`config.mk`:
```
export PLATFORM = sky130hd
export DESIGN_NAME = hamming_sec_codec_flat
export DESIGN_NICKNAME = d
export VERILOG_FILES = /design/src/hdl/hsc_pkg.sv /design/src/hdl/hsc_cmd_if.sv /design/src/hdl/hsc_rsp_if.sv /design/src/hdl/hsc_syndrome.sv /design/src/hdl/hamming_sec_codec.sv /design/src/flat_wrapper.sv
export SDC_FILE = /design/constraint.sdc
export NUM_CORES = 1
export LEC_CHECK = 0
export BUFFER_PORTS_ARGS = -buffer_cell sky130_fd_sc_hd__clkbuf_2
export CAP_MARGIN = 20
export CORE_MARGIN = 1.5
export CORE_UTILIZATION = 30
export CTS_CLUSTER_DIAMETER = 80
export DETAILED_ROUTE_END_ITERATION = 8
export GPL_TIMING_DRIVEN = 0
export PLACE_DENSITY = 0.48
export SYNTH_ARGS = -nofsm -noshare
export SYNTH_HDL_FRONTEND = slang
export SYNTH_HIERARCHICAL = 1
export SYNTH_SLANG_ARGS = --single-unit
export TNS_END_PERCENT = 1
```
`constraint.sdc`:
```
create_clock -name clk -period 4.4 [get_ports clk]
set_clock_uncertainty 0.05 [all_clocks]
set_input_delay 0 -clock clk [delete_from_list [all_inputs] [get_ports clk]]
set_output_delay 0 -clock clk [all_outputs]
set_load 0.01 [all_outputs]
```
`src/hdl/hsc_pkg.sv`:
```
// Package for the Hamming single-error-correcting codec.
// Holds the shared constants, the transaction kind and the result status codes.
// No dependencies.
package hsc_pkg;

    localparam int MAX_DATA_BITS   = 57;
    localparam int MAX_PARITY_BITS = 6;

    // Width and reset value of the data length register.
    localparam int            CFG_W     = 6;
    localparam logic [CFG_W-1:0] CFG_RESET = 6'd4;

    typedef enum logic {
        KIND_ENCODE = 1'b0,
        KIND_DECODE = 1'b1
    } kind_t;

    typedef enum logic [1:0] {
        STATUS_CLEAN     = 2'd0,
        STATUS_CORRECTED = 2'd1,
        STATUS_BEYOND    = 2'd2
    } status_t;

endpackage

```
`src/hdl/hsc_cmd_if.sv`:
```
// Command channel of the Hamming codec: valid/ready plus one input item.
// Depends on hsc_pkg.
interface hsc_cmd_if #(
    parameter int MAX_DATA_BITS   = hsc_pkg::MAX_DATA_BITS,
    parameter int MAX_PARITY_BITS = hsc_pkg::MAX_PARITY_BITS
);
    localparam int DATA_W = MAX_DATA_BITS;
    localparam int CW_W   = (1 << MAX_PARITY_BITS) - 1;

    logic                valid;
    logic                ready;
    hsc_pkg::kind_t      kind;
    logic [DATA_W-1:0]   data_word;
    logic [CW_W-1:0]     codeword_in;

    modport source (output valid, kind, data_word, codeword_in, input ready);
    modport sink   (input valid, kind, data_word, codeword_in, output ready);
endinterface

```
`src/hdl/hsc_rsp_if.sv`:
```
// Response channel of the Hamming codec: valid/ready plus one result item.
// Depends on hsc_pkg.
interface hsc_rsp_if #(
    parameter int MAX_DATA_BITS   = hsc_pkg::MAX_DATA_BITS,
    parameter int MAX_PARITY_BITS = hsc_pkg::MAX_PARITY_BITS
);
    localparam int DATA_W = MAX_DATA_BITS;
    localparam int CW_W   = (1 << MAX_PARITY_BITS) - 1;
    localparam int SYN_W  = MAX_PARITY_BITS;

    logic                 valid;
    logic                 ready;
    logic [CW_W-1:0]      codeword_out;
    logic [DATA_W-1:0]    data_out;
    logic [SYN_W-1:0]     syndrome;
    hsc_pkg::status_t     status;

    modport source (output valid, codeword_out, data_out, syndrome, status, input ready);
    modport sink   (input valid, codeword_out, data_out, syndrome, status, output ready);
endinterface

```
`src/hdl/hsc_syndrome.sv`:
```
// Syndrome unit: XOR of the 1-based positions of all set bits of a codeword.
// Purely combinational; no package dependency.
module hsc_syndrome #(
    parameter int SYN_W = 6
) (
    input  logic [(1 << SYN_W)-2:0] word,
    output logic [SYN_W-1:0]        syn
);

    localparam int CW_W = (1 << SYN_W) - 1;

    always_comb
    begin
        syn = '0;
        for (int p = 1; p <= CW_W; p++)
        begin
            if (word[p-1])
            begin
                syn = syn ^ SYN_W'(p);
            end
        end
    end

endmodule

```
`src/hdl/hamming_sec_codec.sv`:
```
// Top level of the Hamming single-error-correcting codec, three register stages.
// Depends on hsc_pkg, hsc_cmd_if, hsc_rsp_if and hsc_syndrome.
//
//   port         | dir | handshake    | carries
//   -------------+-----+--------------+-------------------------------------------
//   cmd          | in  | valid/ready  | kind, data_word, codeword_in
//   rsp          | out | valid/ready  | codeword_out, data_out, syndrome, status
//   cfg_wr_en/.. | in  | write strobe | data_bits (6 bits), taken on the same edge
//
// A command passes stages one and two into the output register, where its response
// stays valid until taken; a transaction is accepted in every cycle while rsp is not
// stalled. Stage one masks and places the bits, stage two forms the syndrome, stage
// three inserts parity or corrects and extracts the data. A stalled rsp fills the
// stages and drops cmd.ready; reset empties them and sets data_bits to 4.
module hamming_sec_codec #(
    parameter int MAX_DATA_BITS   = hsc_pkg::MAX_DATA_BITS,
    parameter int MAX_PARITY_BITS = hsc_pkg::MAX_PARITY_BITS
) (
    input  logic                       clk,
    input  logic                       rst_n,
    hsc_cmd_if.sink                    cmd,
    hsc_rsp_if.source                  rsp,
    input  logic                       cfg_wr_en,
    input  logic [hsc_pkg::CFG_W-1:0]  cfg_wr_data
);

    localparam int DATA_W = MAX_DATA_BITS;
    localparam int SYN_W  = MAX_PARITY_BITS;
    localparam int CW_W   = (1 << SYN_W) - 1;
    localparam int NW     = $clog2(DATA_W + 1);
    localparam int RW     = $clog2(SYN_W + 1);
    localparam int LSW    = $clog2(DATA_W + SYN_W + 1);
    localparam int CMP_W  = SYN_W + LSW + 1;

    typedef struct packed {
        logic [SYN_W-1:0]  len;
        logic [DATA_W-1:0] n_mask;
        logic [CW_W-1:0]   l_mask;
    } cfg_t;

    // Turns the data length register value into codeword length and masks.
    function automatic cfg_t decode_cfg(input logic [hsc_pkg::CFG_W-1:0] value);
        cfg_t              c;
        logic [NW-1:0]     n;
        logic [RW-1:0]     r;
        logic [LSW-1:0]    sum;
        if (value == '0)
        begin
            n = NW'(1);
        end
        else if (value > hsc_pkg::CFG_W'(DATA_W))
        begin
            n = NW'(DATA_W);
        end
        else
        begin
            n = NW'(value);
        end
        r = '0;
        for (int i = 0; i < SYN_W; i++)
        begin
            if ((CMP_W'(1) << r) < (CMP_W'(n) + CMP_W'(r) + CMP_W'(1)))
            begin
                r = r + RW'(1);
            end
        end
        sum = LSW'(n) + LSW'(r);
        if (sum > LSW'(CW_W))
        begin
            sum = LSW'(CW_W);
        end
        c.len = SYN_W'(sum);
        for (int k = 0; k < DATA_W; k++)
        begin
            c.n_mask[k] = (NW'(k) < n);
        end
        for (int p = 1; p <= CW_W; p++)
        begin
            c.l_mask[p-1] = (SYN_W'(p) <= c.len);
        end
        return c;
    endfunction

    // Data bit k goes to the k-th position that is not a power of two.
    function automatic logic [CW_W-1:0] spread(input logic [DATA_W-1:0] d);
        logic [CW_W-1:0] w;
        int              k;
        w = '0;
        k = 0;
        for (int p = 1; p <= CW_W; p++)
        begin
            if ((p & (p - 1)) != 0)
            begin
                if (k < DATA_W)
                begin
                    w[p-1] = d[k];
                end
                k++;
            end
        end
        return w;
    endfunction

    function automatic logic [DATA_W-1:0] extract(input logic [CW_W-1:0] w);
        logic [DATA_W-1:0] d;
        int                k;
        d = '0;
        k = 0;
        for (int p = 1; p <= CW_W; p++)
        begin
            if ((p & (p - 1)) != 0)
            begin
                if (k < DATA_W)
                begin
                    d[k] = w[p-1];
                end
                k++;
            end
        end
        return d;
    endfunction

    cfg_t cfg_reg;

    always_ff @(posedge clk or negedge rst_n)
    begin
        if (!rst_n)
        begin
            cfg_reg <= decode_cfg(hsc_pkg::CFG_RESET);
        end
        else if (cfg_wr_en)
        begin
            cfg_reg <= decode_cfg(cfg_wr_data);
        end
    end

    // Pipeline flow control: a stage loads when it is empty or the next one moves.
    logic s1_valid_reg, s2_valid_reg, out_valid_reg;
    logic adv1, adv2, adv3;

    assign adv3      = rsp.ready || !out_valid_reg;
    assign adv2      = adv3 || !s2_valid_reg;
    assign adv1      = adv2 || !s1_valid_reg;
    assign cmd.ready = adv1;

    always_ff @(posedge clk or negedge rst_n)
    begin
        if (!rst_n)
        begin
            s1_valid_reg  <= 1'b0;
            s2_valid_reg  <= 1'b0;
            out_valid_reg <= 1'b0;
        end
        else
        begin
            if (adv1)
            begin
                s1_valid_reg <= cmd.valid;
            end
            if (adv2)
            begin
                s2_valid_reg <= s1_valid_reg;
            end
            if (adv3)
            begin
                out_valid_reg <= s2_valid_reg;
            end
        end
    end

    // Stage one: masked word with the data placed, or the received word.
    hsc_pkg::kind_t   s1_kind_reg;
    logic [CW_W-1:0]  s1_word_reg, s1_word_next;

    always_comb
    begin
        if (cmd.kind == hsc_pkg::KIND_ENCODE)
        begin
            s1_word_next = spread(cmd.data_word & cfg_reg.n_mask);
        end
        else
        begin
            s1_word_next = cmd.codeword_in & cfg_reg.l_mask;
        end
    end

    always_ff @(posedge clk)
    begin
        if (adv1)
        begin
            s1_kind_reg <= cmd.kind;
            s1_word_reg <= s1_word_next;
        end
    end

    // Stage two: syndrome of the stage one word.
    hsc_pkg::kind_t   s2_kind_reg;
    logic [CW_W-1:0]  s2_word_reg;
    logic [SYN_W-1:0] s2_syn_reg, s2_syn_next;

    hsc_syndrome #(
        .SYN_W (SYN_W)
    ) u_syndrome (
        .word (s1_word_reg),
        .syn  (s2_syn_next)
    );

    always_ff @(posedge clk)
    begin
        if (adv2)
        begin
            s2_kind_reg <= s1_kind_reg;
            s2_word_reg <= s1_word_reg;
            s2_syn_reg  <= s2_syn_next;
        end
    end

    // Stage three: parity insertion on encode, correction on decode.
    logic [CW_W-1:0]   flip, par, cw_next, cw_out_reg;
    logic [DATA_W-1:0] dout_out_reg;
    logic [SYN_W-1:0]  syn_next, syn_out_reg;
    hsc_pkg::status_t  status_next, status_out_reg;

    always_comb
    begin
        flip = '0;
        par  = '0;
        for (int p = 1; p <= CW_W; p++)
        begin
            flip[p-1] = (s2_syn_reg == SYN_W'(p));
        end
        for (int i = 0; i < SYN_W; i++)
        begin
            par[(1 << i) - 1] = s2_syn_reg[i];
        end
        cw_next     = s2_word_reg;
        syn_next    = s2_syn_reg;
        status_next = hsc_pkg::STATUS_CLEAN;
        if (s2_kind_reg == hsc_pkg::KIND_ENCODE)
        begin
            cw_next  = s2_word_reg | par;
            syn_next = '0;
        end
        else if (s2_syn_reg != '0)
        begin
            if (s2_syn_reg <= cfg_reg.len)
            begin
                cw_next     = s2_word_reg ^ flip;
                status_next = hsc_pkg::STATUS_CORRECTED;
            end
            else
            begin
                status_next = hsc_pkg::STATUS_BEYOND;
            end
        end
    end

    always_ff @(posedge clk)
    begin
        if (adv3)
        begin
            cw_out_reg     <= cw_next;
            dout_out_reg   <= extract(cw_next) & cfg_reg.n_mask;
            syn_out_reg    <= syn_next;
            status_out_reg <= status_next;
        end
    end

    assign rsp.valid        = out_valid_reg;
    assign rsp.codeword_out = cw_out_reg;
    assign rsp.data_out     = dout_out_reg;
    assign rsp.syndrome     = syn_out_reg;
    assign rsp.status       = status_out_reg;

endmodule

```
`src/flat_wrapper.sv`:
```
// flat-port wrapper written by rule: the top's interface ports become plain ports
module hamming_sec_codec_flat 
#(
    parameter int MAX_DATA_BITS   = hsc_pkg::MAX_DATA_BITS,
    parameter int MAX_PARITY_BITS = hsc_pkg::MAX_PARITY_BITS
)
  (clk, rst_n, cfg_wr_en, cfg_wr_data, cmd_valid, cmd_kind, cmd_data_word, cmd_codeword_in, cmd_ready, rsp_valid, rsp_codeword_out, rsp_data_out, rsp_syndrome, rsp_status, rsp_ready);
  hsc_cmd_if #(.MAX_DATA_BITS(MAX_DATA_BITS), .MAX_PARITY_BITS(MAX_PARITY_BITS)) cmd_i ();
  hsc_rsp_if #(.MAX_DATA_BITS(MAX_DATA_BITS), .MAX_PARITY_BITS(MAX_PARITY_BITS)) rsp_i ();
  input  logic clk;
  input  logic rst_n;
  input  logic cfg_wr_en;
  input  logic [hsc_pkg::CFG_W-1:0] cfg_wr_data;
  input wire logic [$bits(cmd_i.valid)-1:0] cmd_valid;
  input wire logic [$bits(cmd_i.kind)-1:0] cmd_kind;
  input wire logic [$bits(cmd_i.data_word)-1:0] cmd_data_word;
  input wire logic [$bits(cmd_i.codeword_in)-1:0] cmd_codeword_in;
  output wire logic [$bits(cmd_i.ready)-1:0] cmd_ready;
  output wire logic [$bits(rsp_i.valid)-1:0] rsp_valid;
  output wire logic [$bits(rsp_i.codeword_out)-1:0] rsp_codeword_out;
  output wire logic [$bits(rsp_i.data_out)-1:0] rsp_data_out;
  output wire logic [$bits(rsp_i.syndrome)-1:0] rsp_syndrome;
  output wire logic [$bits(rsp_i.status)-1:0] rsp_status;
  input wire logic [$bits(rsp_i.ready)-1:0] rsp_ready;
  assign cmd_i.valid = cmd_valid;
  assign cmd_i.kind = cmd_kind;
  assign cmd_i.data_word = cmd_data_word;
  assign cmd_i.codeword_in = cmd_codeword_in;
  assign cmd_ready = cmd_i.ready;
  assign rsp_valid = rsp_i.valid;
  assign rsp_codeword_out = rsp_i.codeword_out;
  assign rsp_data_out = rsp_i.data_out;
  assign rsp_syndrome = rsp_i.syndrome;
  assign rsp_status = rsp_i.status;
  assign rsp_i.ready = rsp_ready;
  hamming_sec_codec #(.MAX_DATA_BITS(MAX_DATA_BITS), .MAX_PARITY_BITS(MAX_PARITY_BITS)) u_core (.clk(clk), .rst_n(rst_n), .cmd(cmd_i), .rsp(rsp_i), .cfg_wr_en(cfg_wr_en), .cfg_wr_data(cfg_wr_data));
endmodule
```
==> flow_summary.yaml, run 1 <==
outcome:
  outcome: "finished with violations"
  violations: "negative setup slack"
timing:
  maxSlewHeadroom_pct: 32.1
  worst_pin_slew_ns: 1.01
  fin_setup_tns_ns: -493.01
  fin_crit_sh_pct: 269
  layout_min_cycle_time_ns: 11.84
  grt_setup_unrepaired: "true"
  final_hold_viol_count: 0
  layout_setup_ws_ns: -7.44
  setup_viol: 68
  fmax_mhz: 84.4
  final_max_slew_viol_count: 0
clock_network:
  cts_buffers: 43
  htreeDepth: 2
  cts-root-buf: "clkbuf_16"
  clock-sinks: 390
  cts.clk_slew.worst_paths_ns: 0.06
  cts_tree: "built"
  cts_max_path_buffers: 3
  clkLatencyLatePin_ns: 0.59
worst_hold_path:
  hold_end: "u_core/cfg_reg[114]"
  min_from: "cfg_wr_data[5]"
  hold_depth: 5
  holdCritPathClass: "in -> reg"
floorplanning:
  die_area_um2: 67100
  die_w_um: 259
  die_h_um: 259
  std_cell_rows: 93
  start_util_pct: 30.4
  boundaryPins: 262
  core_um2: 64600
routing:
  num_vias: 15400
  viasPerCell: 4.96
  firstDrtPassIters: 8
  drt_iter0_markers: 1173
  topRoutingLayerUsed: "met4"
  wl_met3_mm: 3.85
  drc_errors: 0
  drt-met1-wl_mm: 31.9
  wl_per_cell_um: 24.6
  routed_wl_mm: 76.5
  ant_nets: 0
  dr_wl_met2_mm: 37.5
pwr:
  ir_drop_v: 0.000518
  p_leak_uw: 0.0110
  total_power_uw: 17400
  p_per_area_nw_per_um2: 666
global_routing:
  overflow: 0
  grt_pass1_wl_mm: 108
  track_usage_pct: 22.5
  grt_max_degree: 72
  grt_pass1_vias: 15500
  antenna_found_initial: 0
layout:
  syn2layout_area_growth_pct: 33.4
  diodes: 0
  drive_gt1_share_pct: 24.4
  fin_nets: 2415
  stdcell_area_um2: 26200
  largest_reg_flops: 125
synth:
  postSynthAreaPerCell_um2: 11.5
  synth_top_area_share_pct: 40.0
  synth_top_family_by_area: "simple AND/OR/NAND/NOR gates"
  synth_fa_ha_area_share_pct: 4.58
  synth_edf_count: 262
  synth_area_um2: 19700
  synth_cells: 1716
  synth-async-reset-ratio_pct: 32.8
  synth.area.top_cells: "edfxtp_1 40%, dfrtp_1 15%, ha_1 4.1%"
  yosysTopAreaCell: "edfxtp_1"
  synthFlopType: "edfxtp_1"
  synthesis.nets: 1917
  synth_seq_cells: 390
  synth-xor-area-share_pct: 9.31
  synth_compound_area_share_pct: 9.27
  synth.most_common_cell: "edfxtp_1"
  yosys-top-cells-count: "262 x edfxtp_1, 172 x nand2_1, 115 x nor2_1, 115 x o21ai_0, 114 x dfrtp_1"
  yosysWarnings: 6
  synth_cell_types: 68
  synth_mux_area_share_pct: 3.62
  yosys.area_share.simple_pct: 13.6
  yosysSeqAreaShare_pct: 56.4
worst_setup_path:
  r2r_end: "u_core/rsp.data_out[29]"
  critPathKind: "in -> reg"
  crit_fanout: 6
  startpoint_type: "input port"
  slowest_delay_ns: 0.44
  r2r_cells: 12
  rrSetupSlack_ns: 0.76
  path_common_cell: "ha_1"
  arrival_ns: 12.22
  endpoint_kind: "flop"
  required_ns: 4.78
  cpMaxStageDelayCell: "o211ai_1"
  r2r-start: "u_core/s2_syn_reg[0]"
placed_design:
  place.port_buffers: 259
  finalWeightedCongestion: 0.925
  hpwl_mm: 59.1
  dpl_cell_area_um2: 22500
flow_run:
  cap_violations: 0
-- what timing repair did --
| action | 4_1_cts | 5_1_grt |
|---|---|---|
| pin swaps | 74 | 8 |
| setup buffers | 48 | 0 |
| hold buffers | 133 | 0 |
| setup endpoints to repair | 68 | 68 |
| cloned | 2 | 0 |
| hold endpoints to repair | 206 | 0 |
| gates resized for setup | 116 | 11 |
-- cells in the final DEF, fill, tap and decap left out, types with 14 or more instances in the layout --
cell type,n
clkbuf_16,47
nand3_1,77
mux2i_1,54
ha_1,55
inv_1,76
nor3_1,26
a21oi_1,60
dlygate4sd3_1,133
clkbuf_1,66
xnor3_1,24
xnor2_1,67
nand2b_1,58
nor2_1,105
edfxtp_1,262
a31oi_1,31
and3_1,25
dfstp_2,14
o22ai_1,27
nand2_1,166
xor2_1,61
dfrtp_1,114
buf_4,47
o21ai_0,98
clkbuf_2,257
o211ai_1,14
-- worst max-delay path: cells and delay by family --
family	cells	cell delay, ns
buffers and inverters	14	1.68
XOR/XNOR	6	0.88
adder cells (fa/ha/maj)	15	4.29
multiplexers	1	0.37
AND/OR/NAND/NOR	12	1.86
AO/OA/AOI/OAI	17	3.08
-- layout make-up --
class,count,area [um2]
Fill cell,6301,38400
Clock buffer,62,1230
Sequential cell,390,11100
Multi-Input combinational cell,1161,8570
Clock inverter,18,206
Tap cell,855,1070
Timing Repair Buffer,454,3260
Buffer,76,449
Inverter,88,342
-- cells by family (layout without fill, tap and decap cells) --
kind of cell | after synthesis | after routing
adder cells (fa/ha/maj) | 69 | 69
flip-flops | 390 | 390
buffers and inverters | 165 | 698
other | 1 | 1
AO/OA/AOI/OAI | 306 | 306
XOR/XNOR | 167 | 167
multiplexers | 69 | 69
AND/OR/NAND/NOR | 549 | 549
-- how the worst max path moves through the flow --
stage                     cells past startpoint           start            endpoint
after floorplan                              72  cfg_wr_data[5]  u_core/cfg_reg[60]
after global placement                       69  cfg_wr_data[4]  u_core/cfg_reg[24]
after detailed placement                     69  cfg_wr_data[4]  u_core/cfg_reg[16]
after CTS                                    65  cfg_wr_data[4]  u_core/cfg_reg[41]
after global routing                         69  cfg_wr_data[4]  u_core/cfg_reg[41]
final                                        65  cfg_wr_data[4]  u_core/cfg_reg[41]
-- per-stage QoR --
| step | setup slack (ns) | hold WS (ns) | util [%] | cells |
|---|---|---|---|---|
| final | -7.44 | 0.0412 | 40.6 | 3104 |
| after global routing | -7.96 | 0.0482 | 40.6 | 3104 |
| after CTS | -7.24 | 0.00605 | 40.5 | 3103 |
| after detailed placement | -10.06 | -0.0114 | 34.9 | 2841 |
| after global placement | -9.95 | 0.142 | 34.5 | 2830 |
| after floorplan | -7.69 | -0.346 | - | 1716 |
-- report_power, final --
group	switching, uW	internal, uW
clock network	1540	2190
registers	652	4990
logic	4610	3470
total	6800	10700
-- per-layer routing --
layer,GRT usage (%),vias to the layer above
met2,38.5,519
met1,28.9,7650
met5,0,-
li1,-,7116
met4,9.37,0
met3,2.55,123
Note: power is estimated with default switching activity, not from simulation.
==> inputs of run 2 (changes only) <==
Settings changed: SKIP_CTS_REPAIR_TIMING set to 1.
==> flow_summary.yaml, run 2 (same netlist as run 1, synthesis figures left out) <==
timing:
  final_max_slew_viol_count: 0
  grt_setup_unrepaired: "true"
  fin_crit_sh_pct: 273
  fin_setup_tns_ns: -507.97
  final_hold_viol_count: 5
  fmax_mhz: 83.2
  maxSlewHeadroom_pct: 31.8
  layout_setup_ws_ns: -7.62
  worst_pin_slew_ns: 1.02
  setup_viol: 68
  layout_min_cycle_time_ns: 12.02
  worst_hold_slack_ns: -0.0517
floorplanning:
  die_h_um: 259
  die_w_um: 259
  core_um2: 64600
  std_cell_rows: 93
  start_util_pct: 30.4
  die_area_um2: 67100
  boundaryPins: 262
global_routing:
  track_usage_pct: 21.9
  overflow: 0
  grt_pass1_wl_mm: 104
  grt_pass1_vias: 14600
  grt_max_degree: 72
  antenna_found_initial: 0
flow_run:
  cap_violations: 0
routing:
  ant_nets: 0
  num_vias: 15400
  routed_wl_mm: 76.2
  drc_errors: 0
  viasPerCell: 4.96
  wl_per_cell_um: 24.5
  drt_iter0_markers: 1163
  firstDrtPassIters: 5
worst_setup_path:
  r2r_cells: 12
  path_common_cell: "ha_4"
  crit_family: "adder cells"
  crit_fanout: 8
  slowest_delay_ns: 0.37
  r2r_end: "u_core/rsp.data_out[29]"
  rrSetupSlack_ns: 0.74
  crit_buf_inv: 9
  arrival_ns: 12.39
  endpoint_kind: "flop"
  required_ns: 4.77
  cpMaxStageDelayCell: "fa_2"
  r2r-start: "u_core/s2_syn_reg[0]"
  startpoint_type: "input port"
  critPathKind: "in -> reg"
pwr:
  p_per_area_nw_per_um2: 670
  p_leak_uw: 0.0110
  total_power_uw: 17600
  ir_drop_v: 0.000574
placed_design:
  place.port_buffers: 259
  finalWeightedCongestion: 0.925
  hpwl_mm: 59.1
layout:
  diodes: 0
  mostFrequentLayoutCells: "262 x edfxtp_1, 257 x clkbuf_2, 168 x nand2_1"
  fillers: 6315
  largest_reg_flops: 125
  layout_commonest_cell: "edfxtp_1"
  drive_gt1_share_pct: 24.8
  fin_nets: 2419
  syn2layout_area_growth_pct: 33.4
worst_hold_path:
  holdCritPathClass: "in -> reg"
  hold_depth: 4
  hold_end: "u_core/cfg_reg[125]"
  min_from: "cfg_wr_data[5]"
clock_network:
  htreeDepth: 2
  cts-root-buf: "clkbuf_16"
  cts_max_path_buffers: 3
  cts_buffers: 43
  cts_tree: "built"
  clkLatencyLatePin_ns: 0.58
  clock-sinks: 390
  cts.clk_slew.worst_paths_ns: 0.06
outcome:
  outcome: "finished with violations"
  violations: "negative hold slack, negative setup slack"
run 2: changes by cell type in the layout (fill, tap and decap cells not counted), moves of 3 or more:
cell / change
o21ai_0: -4
buf_12: +3
buf_4: +6
buf_6: +4
clkbuf_8: -5
run 2: layout make-up:
| class | count | area, um2 | share of cell area (%) |
|---|---|---|---|
| Clock buffer | 62 | 1230 | 4.69 |
| Buffer | 76 | 414 | 1.58 |
| Tap cell | 855 | 1070 | 4.08 |
| Timing Repair Buffer | 457 | 3280 | 12.5 |
| Inverter | 88 | 335 | 1.28 |
| Clock inverter | 18 | 206 | 0.788 |
| Sequential cell | 390 | 11100 | 42.3 |
| Multi-Input combinational cell | 1162 | 8590 | 32.8 |
run 2: worst reg2reg max path, delay by kind of cell (launching register included):
kind / cells / cell delay, ns
AO/OA/AOI/OAI: 5 / 0.89
flip-flops: 1 / 0.38
AND/OR/NAND/NOR: 2 / 0.89
buffers and inverters: 3 / 0.75
multiplexers: 1 / 0.20
adder cells (fa/ha/maj): 1 / 0.18
run 2: layer usage:
layer / part of all wire (%) / global-route usage [%]
met1: 42 / 28.3
met2: 49 / 37.5
met3: 5.1 / 2.69
met4: 3.7 / 7.96
met5: 0 / 0
run 2: stage by stage:
step / instances / util (%) / hold slack, ns / setup WS [ns] / instance area (um2)
floorplan: 1716 / - / -0.346 / -7.69 / 19900
global placement: 2830 / 34.5 / 0.142 / -9.95 / 22300
detailed placement: 2841 / 34.9 / -0.0114 / -10.06 / 22500
CTS: 2921 / 37.1 / -0.631 / -9.47 / 24000
global route: 3108 / 40.6 / -0.0629 / -8.24 / 26200
finish: 3108 / 40.6 / -0.0517 / -7.62 / 26200
run 2: worst max-delay path by stage:
stage | from | cells past startpoint | endpoint | slack (ns)
3_5_place_dp | cfg_wr_data[4] | 69 | u_core/cfg_reg[16] | -10.06
4_1_cts | cfg_wr_data[4] | 69 | u_core/cfg_reg[24] | -9.47
3_3_place_gp | cfg_wr_data[4] | 69 | u_core/cfg_reg[24] | -9.95
2_1_floorplan | cfg_wr_data[5] | 72 | u_core/cfg_reg[60] | -7.69
6_report | cfg_wr_data[4] | 70 | u_core/cfg_reg[18] | -7.62
5_1_grt | cfg_wr_data[4] | 69 | u_core/cfg_reg[41] | -8.24
run 2: power breakdown:
part / switching [uW] / internal, uW / leakage (uW)
logic: 4610 / 3580 / 0.00608
registers: 653 / 4990 / 0.00425
clock network: 1540 / 2190 / 0.000699
==> inputs of run 3 (changes only) <==
Settings changed: RECOVER_POWER set to 25.
Clock period 4.4 ns to 15.35 ns, I/O delays scaled along.
==> flow_summary.yaml, run 3 (same netlist as run 1, synthesis figures left out) <==
floorplanning:
  die_area_um2: 67100
  std_cell_rows: 93
  core_um2: 64600
  die_w_um: 259
  start_util_pct: 30.4
  boundaryPins: 262
  die_h_um: 259
timing:
  fin_crit_sh_pct: 93.6
  layout_min_cycle_time_ns: 14.37
  fmax_mhz: 69.6
  setup_viol: 0
  maxSlewHeadroom_pct: -323
  grt_setup_unrepaired: "false"
  worst_pin_slew_ns: 6.34
  final_max_slew_viol_count: 108
  fin_setup_tns_ns: 0
  final_hold_viol_count: 0
  layout_setup_ws_ns: 0.982
placed_design:
  pre_cts_ws_ns: -1.48
  finalWeightedCongestion: 0.901
  dpl_cell_area_um2: 22300
  hpwl_mm: 60.0
  place.port_buffers: 259
global_routing:
  grt_pass1_vias: 14800
  antenna_found_initial: 0
  grt_pass1_wl_mm: 105
  track_usage_pct: 22.2
  overflow: 0
  grt_max_degree: 108
worst_setup_path:
  crit_fanout: 10
  cpMaxStageDelayCell: "xnor2_2"
  critPathKind: "in -> reg"
  startpoint_type: "input port"
  endpoint_kind: "flop"
  path_common_cell: "ha_1"
  required_ns: 15.81
  slowest_delay_ns: 0.52
  crit_buf_inv: 10
  crit_family: "adder cells"
  arrival_ns: 14.82
clock_network:
  htreeDepth: 2
  cts_tree: "built"
  cts_buffers: 44
  cts.clk_slew.worst_paths_ns: 0.06
  clock-sinks: 390
  cts_max_path_buffers: 3
  cts-root-buf: "clkbuf_16"
  clkLatencyLatePin_ns: 0.59
layout:
  layout_commonest_cell: "edfxtp_1"
  fin_nets: 2367
  diodes: 0
  fillers: 6441
  stdcell_area_um2: 25000
  syn2layout_area_growth_pct: 27.0
  multi_input_area_um2: 8090
  regArea_um2: 11100
  mostFrequentLayoutCells: "262 x edfxtp_1, 189 x clkbuf_1, 172 x nand2_1"
  drive_gt1_share_pct: 13.9
  largest_reg_flops: 125
routing:
  wl_per_cell_um: 25.1
  ant_nets: 0
  drc_errors: 0
  drt_iter0_markers: 1195
  viasPerCell: 4.97
  firstDrtPassIters: 5
  num_vias: 15200
  routed_wl_mm: 76.8
outcome:
  violations: "max-capacitance violations, max-slew violations"
  outcome: "finished with violations"
pwr:
  p_per_area_nw_per_um2: 187
  p_leak_uw: 0.0102
  ir_drop_v: 0.000132
flow_run:
  cap_violations: 1
worst_hold_path:
  holdCritPathClass: "in -> reg"
==> run 3: cell types whose count changed in the layout (fill, tap and decap cells not counted), sizes merged <==
cell,change
clkinv,+9
xor2,-1
bufinv,-1
inv,-1
clkbuf,+4
clkinvlp,+2
buf,-64
==> run 3: area by class of cell <==
type | instances | share of cell area, %
Buffer | 75 | 1.22
Tap cell | 855 | 4.28
Sequential cell | 390 | 44.4
Timing Repair Buffer | 406 | 10.7
Clock buffer | 54 | 4.62
Inverter | 88 | 1.32
Multi-Input combinational cell | 1161 | 32.4
Clock inverter | 27 | 1.04
==> run 3: worst paths after layout <==
path | slack (ns) | from | depth (start not counted) | end
max in group asynchronous | 8.52 | rst_n | 4 | u_core/cfg_reg[115]
worst max-delay path | 0.98 | cfg_wr_data[4] | 69 | u_core/cfg_reg[20]
worst min-delay path | 0.05 | cfg_wr_data[5] | 3 | u_core/cfg_reg[94]
min in group asynchronous | 0.58 | rst_n | 3 | u_core/cfg_reg[3]
worst max register to register | 11.65 | u_core/cfg_reg[121] | 11 | u_core/rsp.data_out[30]
worst min register to register | 0.40 | u_core/s1_kind_reg | 0 | u_core/s2_kind_reg
==> run 3: where the power goes <==
part	total (uW)	internal [uW]	leakage, uW	switching [uW]
registers	1610	1430	0.00425	181
clock network	1050	592	0.000679	456
logic	2010	771	0.00530	1240
==> run 3: per-layer routing <==
layer  wire length [um]  vias up  global-route usage, %
met1              31900     7520                   28.2
met3               4010      122                   3.13
li1                   -     6998                      -
met5                  0        -                      0
met4               2990        0                   8.14
met2              37900      557                   38.3
==> run 3: worst reg2reg max path: stages (launching register included) <==
cell and delay (ns):
dfstp_2 0.51, inv_1 0.09, ha_1 0.32, nor2b_1 0.13
o21a_1 0.16, o21a_1 0.16, o21a_1 0.17, o21a_1 0.18
o32a_1 0.23, clkbuf_1 0.31, nor3_1 0.94, mux2i_1 0.17
==> run 3: stage by stage <==
step | utilization [%] | instances | power (uW) | hold WS (ns)
2_1_floorplan | - | 1716 | 2760 | -0.346
6_report | 38.7 | 3056 | 4670 | 0.0526
3_3_place_gp | 34.1 | 2830 | 3510 | 0.143
5_1_grt | 38.7 | 3056 | 4880 | 0.0471
3_5_place_dp | 34.5 | 2842 | 3520 | -0.164
4_1_cts | 36.6 | 2923 | 4580 | -0.792
